**src/rtl/rrqs_pkg.sv**
```systemverilog
// Shared types and constants for the round-robin quantum scheduler.
// No dependencies; the scheduler top and the test files import this package.
`default_nettype none
package rrqs_pkg;

  localparam int unsigned MaxTasks = 16;
  localparam int unsigned IdxW     = $clog2(MaxTasks);
  localparam int unsigned CntW     = $clog2(MaxTasks + 1);

  localparam logic [1:0] FuncTick   = 2'd0;
  localparam logic [1:0] FuncAppend = 2'd1;
  localparam logic [1:0] FuncSetSt  = 2'd2;
  localparam logic [1:0] FuncBad    = 2'd3;

  localparam logic [2:0] StRunnable = 3'd0;
  localparam logic [2:0] StRunning  = 3'd1;
  localparam logic [2:0] StReplaced = 3'd2;
  localparam logic [2:0] StKilled   = 3'd3;
  localparam logic [2:0] StWaiting  = 3'd4;

  typedef struct packed {
    logic [2:0]  state;
    logic [15:0] id;
    logic [15:0] quantum;
    logic [15:0] used;
  } entry_t;

  localparam int unsigned EntryW = $bits(entry_t);

  typedef struct packed {
    logic        ok;
    logic        rejected;
    logic        unloaded;
    logic [15:0] unload_id;
    logic        loaded;
    logic [15:0] load_id;
    logic [3:0]  load_index;
  } result_t;

  typedef enum logic [3:0] {
    S_IDLE, S_CUR_RD, S_CUR_CHK, S_KA_RD, S_KA_CHK, S_KB_RD, S_KB_CHK,
    S_SC_INIT, S_SC_RD, S_SC_CHK, S_SS_RD, S_SS_WR, S_RESP
  } fsm_e;

endpackage
`default_nettype wire

```
**src/rtl/rrqs_ram.sv**
```systemverilog
// Generic single-write, single-read synchronous RAM with registered read data.
// No dependencies.
`default_nettype none
module rrqs_ram #(
  parameter int unsigned Width = 8,
  parameter int unsigned Depth = 16
) (
  input  wire logic                     clk_i,
  input  wire logic                     we_i,
  input  wire logic [$clog2(Depth)-1:0] waddr_i,
  input  wire logic [Width-1:0]         wdata_i,
  input  wire logic [$clog2(Depth)-1:0] raddr_i,
  output logic      [Width-1:0]         rdata_o
);

  logic [Width-1:0] mem_q [Depth];

  // write port
  always_ff @(posedge clk_i) begin
    if (we_i) begin
      mem_q[waddr_i] <= wdata_i;
    end
  end

  // registered read port
  always_ff @(posedge clk_i) begin
    rdata_o <= mem_q[raddr_i];
  end

endmodule
`default_nettype wire

```
**src/rtl/round_robin_quantum_scheduler_top.sv**
```systemverilog
// Top level of the round-robin quantum scheduler: control sequencer around
// one task-table RAM. Depends on rrqs_pkg and rrqs_ram.
`default_nettype none
// Usage:
//   Slave stream carries commands: tuser holds func (tick, append, set state),
//   tdata the entry index, id, quantum and state. Master stream returns one
//   item per command with flags, unload/load ids and the entry count.
//   A tick that compacts the table and then scans it takes longest, since
//   every table entry is visited through the single RAM read port
//   (address, then registered data). The result is presented in the same
//   cycle that the block becomes ready for the next command.
//   One command is processed at a time; the next is accepted once the
//   previous result has been placed in the output register.
//   Reset clears count, current position and the started flag; table
//   contents are not cleared and only written entries are ever read.
//   A stalled receiver holds the output item; the block then waits with the
//   next result until the output register frees up.
module round_robin_quantum_scheduler_top (
  input  wire logic        clk_i,
  input  wire logic        rst_ni,
  input  wire logic        s_axis_tvalid_i,
  output logic             s_axis_tready_o,
  // [3:0] entry_index, [19:4] proc_id, [35:20] quantum, [38:36] new_state
  input  wire logic [39:0] s_axis_tdata_i,
  // [1:0] func
  input  wire logic [1:0]  s_axis_tuser_i,
  output logic             m_axis_tvalid_o,
  input  wire logic        m_axis_tready_i,
  // [0] ok, [1] rejected, [2] unloaded, [18:3] unload_id, [19] loaded,
  // [35:20] load_id, [39:36] load_index, [44:40] entry_count
  output logic [47:0]      m_axis_tdata_o
);
  import rrqs_pkg::*;

  fsm_e              state_q, state_d;
  logic [CntW-1:0]   count_q, count_d;
  logic [IdxW-1:0]   cur_q, cur_d;
  logic              started_q, started_d;
  logic [CntW-1:0]   i_q, i_d;
  logic [CntW-1:0]   w_q, w_d;
  logic [IdxW-1:0]   sidx_q, sidx_d;
  logic [CntW-1:0]   sn_q, sn_d;
  result_t           res_q, res_d;
  logic [39:0]       cmd_q, cmd_d;
  logic [MaxTasks-1:0] kv_q, kv_d;
  logic [15:0]       kid_q [MaxTasks];
  logic              kid_we;
  logic              out_valid_q, out_valid_d;
  logic [47:0]       out_q, out_d;

  logic              we;
  logic [IdxW-1:0]   waddr, raddr;
  entry_t            wdata, rdata;
  logic [EntryW-1:0] rdata_raw;
  logic              drop;
  logic [CntW:0]     nxt;
  logic [16:0]       used_inc;

  wire  accept = s_axis_tvalid_i && s_axis_tready_o;
  wire  [3:0]  c_idx   = cmd_q[3:0];
  wire  [2:0]  c_st    = cmd_q[38:36];

  assign rdata = entry_t'(rdata_raw);
  assign s_axis_tready_o = (state_q == S_IDLE);
  assign m_axis_tvalid_o = out_valid_q;
  assign m_axis_tdata_o  = out_q;

  rrqs_ram #(.Width(EntryW), .Depth(MaxTasks)) u_table (
    .clk_i   (clk_i),
    .we_i    (we),
    .waddr_i (waddr),
    .wdata_i (EntryW'(wdata)),
    .raddr_i (raddr),
    .rdata_o (rdata_raw)
  );

  // drop test for compaction: replaced, or id of any killed entry
  always_comb begin
    drop = (rdata.state == StReplaced);
    for (int j = 0; j < MaxTasks; j++) begin
      if (kv_q[j] && (kid_q[j] == rdata.id)) drop = 1'b1;
    end
  end

  assign used_inc = {1'b0, rdata.used} + 17'd1;

  // sequencer
  always_comb begin
    state_d     = state_q;
    count_d     = count_q;
    cur_d       = cur_q;
    started_d   = started_q;
    i_d         = i_q;
    w_d         = w_q;
    sidx_d      = sidx_q;
    sn_d        = sn_q;
    res_d       = res_q;
    cmd_d       = cmd_q;
    kv_d        = kv_q;
    kid_we      = 1'b0;
    we          = 1'b0;
    waddr       = '0;
    wdata       = rdata;
    raddr       = '0;
    nxt         = '0;
    out_valid_d = out_valid_q;
    out_d       = out_q;
    if (out_valid_q && m_axis_tready_i) out_valid_d = 1'b0;

    case (state_q)
      S_IDLE: begin
        if (accept) begin
          cmd_d  = s_axis_tdata_i;
          res_d  = '0;
          state_d = S_RESP;
          case (s_axis_tuser_i)
            FuncAppend: begin
              if (count_q >= CntW'(MaxTasks)) begin
                res_d.rejected = 1'b1;
              end else begin
                we            = 1'b1;
                waddr         = count_q[IdxW-1:0];
                wdata.state   = s_axis_tdata_i[38:36];
                wdata.id      = s_axis_tdata_i[19:4];
                wdata.quantum = s_axis_tdata_i[35:20];
                wdata.used    = '0;
                count_d       = count_q + CntW'(1);
                res_d.ok      = 1'b1;
              end
            end
            FuncSetSt: begin
              if (CntW'(s_axis_tdata_i[3:0]) >= count_q) begin
                res_d.rejected = 1'b1;
              end else begin
                state_d = S_SS_RD;
              end
            end
            FuncTick: begin
              if (count_q != '0) begin
                if (CntW'(cur_q) >= count_q) cur_d = '0;
                if (!started_q) begin
                  sidx_d  = '0;
                  state_d = S_SC_INIT;
                end else begin
                  state_d = S_CUR_RD;
                end
              end
            end
            default: res_d.rejected = 1'b1;
          endcase
        end
      end
      S_SS_RD: begin
        raddr   = c_idx[IdxW-1:0];
        state_d = S_SS_WR;
      end
      S_SS_WR: begin
        we          = 1'b1;
        waddr       = c_idx[IdxW-1:0];
        wdata.state = c_st;
        res_d.ok    = 1'b1;
        state_d     = S_RESP;
      end
      S_CUR_RD: begin
        raddr   = cur_q;
        state_d = S_CUR_CHK;
      end
      S_CUR_CHK: begin
        sidx_d = cur_q;
        if (rdata.state != StRunning) begin
          if (rdata.state == StReplaced || rdata.state == StKilled) begin
            kv_d    = '0;
            i_d     = '0;
            state_d = S_KA_RD;
          end else begin
            res_d.unloaded  = 1'b1;
            res_d.unload_id = rdata.id;
            state_d         = S_SC_INIT;
          end
        end else if (count_q == CntW'(1)) begin
          res_d.ok = 1'b1;
          state_d  = S_RESP;
        end else if (used_inc >= {1'b0, rdata.quantum}) begin
          we              = 1'b1;
          waddr           = cur_q;
          wdata.state     = StRunnable;
          wdata.used      = '0;
          res_d.unloaded  = 1'b1;
          res_d.unload_id = rdata.id;
          state_d         = S_SC_INIT;
        end else begin
          we         = 1'b1;
          waddr      = cur_q;
          wdata.used = used_inc[15:0];
          res_d.ok   = 1'b1;
          state_d    = S_RESP;
        end
      end
      // collect killed ids
      S_KA_RD: begin
        raddr = i_q[IdxW-1:0];
        if (i_q == count_q) begin
          i_d     = '0;
          w_d     = '0;
          state_d = S_KB_RD;
        end else begin
          state_d = S_KA_CHK;
        end
      end
      S_KA_CHK: begin
        kv_d[i_q[IdxW-1:0]] = (rdata.state == StKilled);
        kid_we  = 1'b1;
        i_d     = i_q + CntW'(1);
        state_d = S_KA_RD;
      end
      // move kept entries down
      S_KB_RD: begin
        raddr = i_q[IdxW-1:0];
        if (i_q == count_q) begin
          count_d = w_q;
          state_d = S_SC_INIT;
        end else begin
          state_d = S_KB_CHK;
        end
      end
      S_KB_CHK: begin
        if (!drop) begin
          we    = 1'b1;
          waddr = w_q[IdxW-1:0];
          w_d   = w_q + CntW'(1);
        end
        i_d     = i_q + CntW'(1);
        state_d = S_KB_RD;
      end
      // round-robin scan from the position after sidx
      S_SC_INIT: begin
        nxt     = {1'b0, CntW'(sidx_q)} + (CntW + 1)'(1);
        sidx_d  = (nxt >= {1'b0, count_q}) ? '0 : nxt[IdxW-1:0];
        sn_d    = '0;
        state_d = S_SC_RD;
      end
      S_SC_RD: begin
        raddr = sidx_q;
        if (sn_q >= count_q) begin
          res_d.ok = 1'b0;
          state_d  = S_RESP;
        end else begin
          state_d = S_SC_CHK;
        end
      end
      S_SC_CHK: begin
        if (rdata.state == StRunnable) begin
          we               = 1'b1;
          waddr            = sidx_q;
          wdata.state      = StRunning;
          cur_d            = sidx_q;
          started_d        = 1'b1;
          res_d.ok         = 1'b1;
          res_d.loaded     = 1'b1;
          res_d.load_id    = rdata.id;
          res_d.load_index = 4'(sidx_q);
          state_d          = S_RESP;
        end else begin
          nxt     = {1'b0, CntW'(sidx_q)} + (CntW + 1)'(1);
          sidx_d  = (nxt >= {1'b0, count_q}) ? '0 : nxt[IdxW-1:0];
          sn_d    = sn_q + CntW'(1);
          state_d = S_SC_RD;
        end
      end
      // hand result to the output register once it is free
      S_RESP: begin
        if (!out_valid_q || m_axis_tready_i) begin
          out_valid_d = 1'b1;
          out_d = {3'b0, 5'(count_q), res_q.load_index, res_q.load_id, res_q.loaded,
                   res_q.unload_id, res_q.unloaded, res_q.rejected, res_q.ok};
          state_d = S_IDLE;
        end
      end
      default: state_d = S_IDLE;
    endcase
  end

  // control registers
  always_ff @(posedge clk_i or negedge rst_ni) begin
    if (!rst_ni) begin
      state_q     <= S_IDLE;
      count_q     <= '0;
      cur_q       <= '0;
      started_q   <= 1'b0;
      out_valid_q <= 1'b0;
      kv_q        <= '0;
    end else begin
      state_q     <= state_d;
      count_q     <= count_d;
      cur_q       <= cur_d;
      started_q   <= started_d;
      out_valid_q <= out_valid_d;
      kv_q        <= kv_d;
    end
  end

  // payload registers
  always_ff @(posedge clk_i) begin
    i_q    <= i_d;
    w_q    <= w_d;
    sidx_q <= sidx_d;
    sn_q   <= sn_d;
    res_q  <= res_d;
    cmd_q  <= cmd_d;
    out_q  <= out_d;
    if (kid_we) kid_q[i_q[IdxW-1:0]] <= rdata.id;
  end

  // checks
  a_count_range: assert property (@(posedge clk_i) disable iff (!rst_ni)
    count_q <= CntW'(MaxTasks))
    else $error("entry count beyond table size");
  a_out_hold: assert property (@(posedge clk_i) disable iff (!rst_ni)
    (m_axis_tvalid_o && !m_axis_tready_i) |=> $stable(m_axis_tdata_o))
    else $error("output item changed while stalled");
  a_one_result: assert property (@(posedge clk_i) disable iff (!rst_ni)
    (state_q == S_RESP && state_d == S_IDLE) |=> m_axis_tvalid_o)
    else $error("finished item not presented");
  a_compact_shrinks: assert property (@(posedge clk_i) disable iff (!rst_ni)
    (state_q == S_KB_RD && i_q == count_q) |-> (w_q <= count_q))
    else $error("compaction grew the table");
  a_reject_flags: assert property (@(posedge clk_i) disable iff (!rst_ni)
    m_axis_tvalid_o |-> !(m_axis_tdata_o[0] && m_axis_tdata_o[1]))
    else $error("item both accepted and rejected");

endmodule
`default_nettype wire

```
**config.mk**
```make
export PLATFORM = sky130hd
export DESIGN_NAME = round_robin_quantum_scheduler_top
export DESIGN_NICKNAME = d
export VERILOG_FILES = /design/src/rtl/rrqs_pkg.sv /design/src/rtl/rrqs_ram.sv /design/src/rtl/round_robin_quantum_scheduler_top.sv
export SDC_FILE = /design/constraint.sdc
export NUM_CORES = 2
export LEC_CHECK = 0
export BUFFER_PORTS_ARGS = -buffer_cell sky130_fd_sc_hd__buf_2
export CAP_MARGIN = 20
export CORE_ASPECT_RATIO = 1.2
export CORE_MARGIN = 8
export CORE_UTILIZATION = 55
export CTS_CLUSTER_SIZE = 30
export DETAILED_ROUTE_END_ITERATION = 8
export GPL_TIMING_DRIVEN = 0
export PLACE_DENSITY_LB_ADDON = 0.3
export REMOVE_ABC_BUFFERS = 1
export SETUP_SLACK_MARGIN = 0.02
export SLEW_MARGIN = 20
export SYNTH_ARGS = -nofsm -noshare
export SYNTH_HDL_FRONTEND = slang
export SYNTH_SLANG_ARGS = --single-unit
export TNS_END_PERCENT = 30
```
**constraint.sdc**
```tcl
create_clock -name clk_i -period 10.7 [get_ports clk_i]
set_input_delay 2.14 -clock clk_i [delete_from_list [all_inputs] [get_ports clk_i]]
set_output_delay 2.14 -clock clk_i [all_outputs]
set_load 0.01 [all_outputs]
```
### Word-level counts from Yosys, hierarchy flattened

Memories as Yosys holds them, arrays and structs flattened. A register that Yosys moved wholly into a read port is not among the register bits.
Cells that the tools add are included.

| operators by class | value |
|---|---|
| muxes and demuxes | 118 |
| order comparisons | 8 |
| reduce and logical (&&, ||, !) cells | 51 |
| equality and inequality tests | 56 |
| add/subtract/negate cells | 6 |

Operators by type and width:

| kind | count |
|---|---|
| $eq A16 B16 Y1 | 16 |
| $mux W51 | 3 |
| $mux W4 | 24 |
| $mux W16 | 5 |
| $mux W17 | 4 |
| $pmux W16 S2 | 2 |
| $pmux W4 S13 | 1 |
| $mux W5 | 9 |
| $pmux W21 S2 | 1 |
| $mux W1 | 41 |
| $mux W40 | 1 |
| $pmux W17 S2 | 1 |
| $mux W32 | 1 |
| $pmux W4 S4 | 2 |
| $pmux W5 S2 | 3 |
| $mux W3 | 9 |
| $ne A2 B2 Y1 const B | 12 |
| $mux W21 | 1 |
| $add A5 B1 Y5 const B | 4 |
| $eq A4 B4 Y1 const B | 5 |
| $pmux W4 S5 | 1 |
| $logic_and A1 B1 Y1 | 19 |
| $reduce_and A6 Y1 | 3 |
| $add A16 B1 Y17 const B | 1 |
| other kinds (39) | 70 |

| word-level totals | value |
|---|---|
| input port bits | 46 |
| word-level logic and storage cells | 260 |
| register bits after elaboration | 174 |
| memories | 2 |
| bits in writable memories | 1,072 |

Memory list:

| memory | words | width | rd ports | clocked after memory_dff | wr ports | line | RTL |
|---|---|---|---|---|---|---|---|
| u_table.mem_q | 16 | 51 | 1 | 1 | 1 | rrqs_ram.sv:16 | `logic [Width-1:0] mem_q [Depth];` |
| kid_q | 16 | 16 | 16 | 0 | 1 | round_robin_quantum_scheduler_top.sv:46 | `logic [15:0] kid_q [MaxTasks];` |

### Depth between registers and ports, before layout

An unclocked memory read counts as a cell.

| logic depth | value |
|---|---|
| depth in word-level cells | 23 |
| mapped depth | 17 |

### Modules after synthesis

A second synthesis with hierarchy kept.

| second synthesis, totals | value |
|---|---|
| cells, all modules | 2,731 |
| area, all modules | 50,681.1 µm² |

Modules (own cells, without submodules):

| module | seq. area each (µm²) | cells each | area an instance (µm²) | instances |
|---|---|---|---|---|
| rrqs_ram | 25,524.5 | 1,320 | 31,611.6 | 1 |
| round_robin_quantum_scheduler_top | 11,796.3 | 1,411 | 19,069.5 | 1 |

### Worst setup path after synthesis

No wires, ideal clock.

| path | value |
|---|---|
| path kind | in2reg |
| start point | input s_axis_tuser_i[1] |
| end point | memory u_table.mem_q[8][0] (netlist name), enable pin |
| stages on the path | 8 |
| arrival | 8.152 ns |
| library setup time | 0.587 ns |
| setup slack | 1.960 ns |
| buffers on the path | 1 |
| cell sequence | nor2_1 nand3_1 nor2_1 buf_2 a222oi_1 a21boi_0 and2_1 nor4bb_1 |

| on the way | value |
|---|---|
| longest elaborated chain between the ends | 6 |
| elaborated cells between the ends (all ways) | 9 |

RTL lines:

| item | line | RTL |
|---|---|---|
| from (decl) | round_robin_quantum_scheduler_top.sv:26 | `input wire logic [1:0] s_axis_tuser_i,` |
| $eq A2 B1 Y1 * | round_robin_quantum_scheduler_top.sv:116 | `case (s_axis_tuser_i)` |
| $mux W1 | round_robin_quantum_scheduler_top.sv:116 |  |
| $mux W1 | round_robin_quantum_scheduler_top.sv:112 | `if (accept) begin` |
| $pmux W1 S5 | round_robin_quantum_scheduler_top.sv:110 | `case (state_q)` |
| $mux W1 | rrqs_ram.sv:20 | `if (we_i) begin` |
| $mux W1 (implied by the code) | rrqs_ram.sv:21 | `mem_q[waddr_i] <= wdata_i;` |
| to (decl) | rrqs_ram.sv:16 |  |

Every way passes the cells marked *; elsewhere a longest branch is shown, timed or not.

### Worst setup path after layout

| path | value |
|---|---|
| start point | register state_q[2] |
| end point | memory u_table.mem_q[11][45] (netlist name), enable pin |

| on the way | value |
|---|---|
| longest elaborated chain between the ends | 6 |
| elaborated cells between the ends (all ways) | 12 |

RTL lines:

| item | line | RTL |
|---|---|---|
| from (decl) | round_robin_quantum_scheduler_top.sv:35 | `fsm_e state_q, state_d;` |
| from (signal assigned) | round_robin_quantum_scheduler_top.sv:293 | `state_q <= state_d;` |
| $logic_not A4 Y1 | round_robin_quantum_scheduler_top.sv:64, round_robin_quantum_scheduler_top.sv:110 |  |
| $logic_and A1 B1 Y1 | round_robin_quantum_scheduler_top.sv:59 | `wire accept = s_axis_tvalid_i && s_axis_tready_o;` |
| $mux W1 | round_robin_quantum_scheduler_top.sv:112 |  |
| $pmux W1 S5 | round_robin_quantum_scheduler_top.sv:110 |  |
| $mux W1 | rrqs_ram.sv:20 |  |
| $mux W1 (implied by the code) | rrqs_ram.sv:21 |  |

Parallel ways exist; a longest one is shown, timed or not.

==> flow_results.org <==
** Die
- The total area inside the core boundary comes to between 0.09 and 0.1 sq mm.
- During I/O placement, the number of pins put on the boundary was 96.
- Initial cell density of the core :: between 50% and 60%
- The die covers 0.1054 sq mm.
- The die is roughly 300 microns wide.
- Height of the die :: 354.1 microns
- Std-Cell Rows :: ~120

** Worst setup path
- CP Data Required Time :: about 11 ns
- In this run the critical register-to-register path is captured at u_table.mem_q[11][45].
- Together, buffers and inverters on the worst path number 1.
- Maximum cell stage delay along the critical path :: 0.87 ns
- STA puts the critical path data arrival time at roughly 6.0 ns.
- The slowest stage of the critical path is the sky130_fd_sc_hd__o21ai_1 cell.
- The critical path is of the reg2reg type.
- Counting cells, the worst reg-to-reg path comes to 9.
- Of all nets on the critical path, the largest fanout is 27.
- Register-to-Register Setup Slack :: a little over 5 ns
- In this run the critical register-to-register path is launched from state_q[2].
- Cells along the critical path :: nor2b_1, nand3_1, a21oi_1, o21ai_1, nor3_1, nand3_1, o21ai_1, and4b_4, buf_12
- The worst setup path is captured at a flip-flop.
- In this design, the largest share of critical-path delay is due to simple AND/OR/NAND/NOR gates.
- Crit start category :: flip-flop

** Global routing
- The total overflow left after global routing is 0.
- Antenna violations before repair :: 3
- Wire length of the first global-routing pass :: between 150000 and 200000 microns
- Entering global routing, the biggest net connects 73 pins.
- Number of global-route vias before repair :: just over 30000
- Global routing used 21.42% of the available tracks.

** Clocking
- Worst skew pair latency :: roughly 0.69 ns
- CTS root buf :: sky130_fd_sc_hd__clkbuf_16
- The clock tree synthesis step divided the H-tree into 3 levels.
- No sink is reached through more buffers than the 3 on the longest clock path.
- Clock-pin slew was measured on the worst setup and hold paths at roughly 0.06 ns.
- TritonCTS built the clock tree.
- In this run, post-CTS repair resized a total of 0 instances.
- # Post-CTS Setup Buffers :: 0
- CTS saw approximately 1300 sinks.
- Number of buffers created by CTS :: between 100 and 150
- Number of hold buffers added after CTS :: 0

** Logic synthesis
- Unique masters post-synth :: between 70 and 80
- The synthesized design contains ~1200 enable-type register cells.
- Main synth FF type :: sky130_fd_sc_hd__edfxtp_1
- Post-synthesis cell area :: about 0.052 sq mm
- Synthesis warning total :: 0
- Number of instances in the synthesized netlist :: approximately 3800
- Synth Register Bits :: around 1300
- Async set-or-reset flop fraction in the synthesized netlist :: ~2.5%
- Averaged over all synthesized cells, the footprint is 13.97 sq um.
- Register area share after synthesis :: between 70% and 80%

** Outcome
- The flow ran to the end, and the final reports show no timing, DRC or antenna violations.

** Timing
- For the finished layout, the period the worst path requires is 5.607 ns.
- Crit share post-route :: roughly 52%
- The number of hold-slack violations in the final timing report was 0.
- At the pin with the least slew margin, the transition time is 1.115 ns.
- Hold is met by roughly 0.42 ns.
- Setup_tns :: 0 ns
- Across the routed clock network, the largest skew measured is around 0.024 ns.
- Setup repair after global routing missed its margin :: false
- F_max :: ~0.18 GHz
- In this run the tightest slew margin relative to its limit is between 20 and 30%.
- Setup violations, final :: 0
- The number of max-slew violations in the final report came to 0.

** Min path
- Tightest Hold Check Type :: reg2reg
- Along the worst hold path, the cell count comes to 0.
- Worst hold endpoint :: m_axis_tdata_o[4]
- In this run the most critical hold path is launched from res_q[22].

** Routing
- The first routing iteration left 3114 violations.
- For this run, the detailed router's first-pass iteration total came to 6.
- Remaining DRCs :: 0
- Final wirelength :: ~120000 microns
- After detailed routing, the number of vias per cell comes to ~6.0.
- After detailed routing, the average wire length per cell comes to roughly 23 microns.
- Detailed-route via count :: between 30000 and 40000
- Number of antenna-violating nets in the routed design :: 0

** Finish
- After filler insertion, the fill cell instance count of the layout stands at about 6800.
- The area growth from synthesis to layout is 13.23%.
- Leaving out filler cells and counting taps, the final layout contains 5177.
- Ratio of cells with drive above 1 in the final layout :: a little under an eighth
- Area of all placed cells without fillers :: 0.05932 sq mm
- Final Net Count :: just under 4000

** Placement
- Instance area after placement :: ~0.055 sq mm
- At the end of routability-driven placement, the weighted congestion stood at approximately 0.85.
- Quantity of I/O buffers inserted on ports :: 91
- In this run, placement finished with an instance count of between 4000 and 5000.
- After legalization and detailed placement, the total HPWL measured between 60000 and 70000 microns.

** Power
- In this run the static leakage power is about 20 nW.
- In this run the power density over the cells is 277.2 mW/mm^2.
- Highest ir drop seen on vdd :: 0.2080 mV

** Job
- Max-cap violations :: 0
## layer usage
layer / vias up / share of wire (%) / track usage, %
met5: - / 0.021 / 0
li1: 14230 / - / -
met1: 15472 / 41 / 28.36
met4: 2 / 2.9 / 7.382
met2: 1190 / 49 / 36.32
met3: 245 / 6.7 / 3.073
## per-stage QoR
stage | setup WS [ns] | util (%) | power [mW]
CTS | 4.863 | 62.56 | 16.48
global route | 4.757 | 62.57 | 17.20
global placement | -10.67 | 56.06 | 12.11
finish | 5.093 | 62.57 | 16.44
detailed placement | 4.905 | 58.27 | 12.14
floorplan | -1.726 | - | 10.46
## Yosys cell counts (all sizes together), types with 14 or more instances
cell type,number,area (sq um)
edfxtp,1183,35520
nand2,546,2049
a211oi,258,1942
and2,246,1539
xor2,220,1927
buf,155,908.4
a21oi,137,685.7
a31oi,105,656.9
a311oi,104,910.9
clkbuf,99,372.9
o21ai,81,405.4
nor2,77,294.0
xnor2,67,586.8
dfxtp,51,1021
nor4,49,306.5
ha,45,563.0
inv,39,146.4
nand3,35,175.2
nor3,34,170.2
dfrtp,31,775.7
and3,27,168.9
nand4,27,168.9
o211ai,14,105.1
## kinds of logic after synthesis
| kind of cell | after synthesis | share of synthesized area (%) |
|---|---|---|
| multiplexers | 2 | 0.04060 |
| AO/OA/AOI/OAI | 772 | 10.18 |
| XOR/XNOR | 287 | 4.798 |
| AND/OR/NAND/NOR | 1084 | 9.933 |
| buffers and inverters | 294 | 2.732 |
| flip-flops | 1265 | 71.24 |
| adder cells (fa/ha/maj) | 45 | 1.075 |
| other | 1 | 0.007158 |
## flip-flops by register name (all words and copies together) (netlist names)
signal	count
w_q	5
state_q	4
i_q	5
res_q	40
kv_q	16
m_axis_tvalid_o	1
u_table.rdata_o	51
sn_q	5
kid_q	256
started_q	1
cmd_q	7
count_q	5
sidx_q	4
cur_q	4
m_axis_tdata_o	45
u_table.mem_q	816
## cells in the final DEF (no fill, tap or decap), types with 38 or more instances in the layout
cell                        instances
sky130_fd_sc_hd__nor4_1            49
sky130_fd_sc_hd__xnor2_1           67
sky130_fd_sc_hd__edfxtp_1        1183
sky130_fd_sc_hd__buf_2             91
sky130_fd_sc_hd__a311oi_1         104
sky130_fd_sc_hd__ha_1              45
sky130_fd_sc_hd__a211oi_1         257
sky130_fd_sc_hd__nor2_1            56
sky130_fd_sc_hd__nand2_1          543
sky130_fd_sc_hd__clkbuf_16        119
sky130_fd_sc_hd__a31oi_1          105
sky130_fd_sc_hd__inv_1             38
sky130_fd_sc_hd__xor2_1           220
sky130_fd_sc_hd__o21ai_0           60
sky130_fd_sc_hd__a21oi_1          136
sky130_fd_sc_hd__and2_1           246
## power breakdown
group / total (mW) / switching (mW) / leakage [nW] / internal [mW]
sequential: 7.10 / 0.527 / 11.5 / 6.57
combinational: 5.01 / 3.20 / 6.30 / 1.81
clock: 4.34 / 1.79 / 1.96 / 2.54
total: 16.4 / 5.52 / 19.8 / 10.9
## worst max path at each step
stage | start | to | cells after the start
2_1_floorplan | state_q[2] | u_table.rdata_o[0] | 8
3_3_place_gp | state_q[2] | u_table.rdata_o[10] | 8
3_5_place_dp | state_q[2] | u_table.mem_q[1][16] | 9
4_1_cts | state_q[2] | u_table.mem_q[1][41] | 9
5_1_grt | u_table.rdata_o[0] | u_table.mem_q[7][13] | 15
6_report | state_q[2] | u_table.mem_q[11][45] | 9
## final cells by class
class / count / area (sq um) / area share [%]
diodes: 1 / 2.502 / 0.004219
clock buffers: 164 / 3257 / 5.491
clock inverters: 61 / 808.3 / 1.363
inverters: 40 / 150.1 / 0.2531
multi-input cells: 2193 / 13850 / 23.35
flip-flops and latches: 1265 / 37340 / 62.95
well taps: 1260 / 1577 / 2.658
repair buffers: 193 / 2330 / 3.928
(Power assumes the default switching activity.)
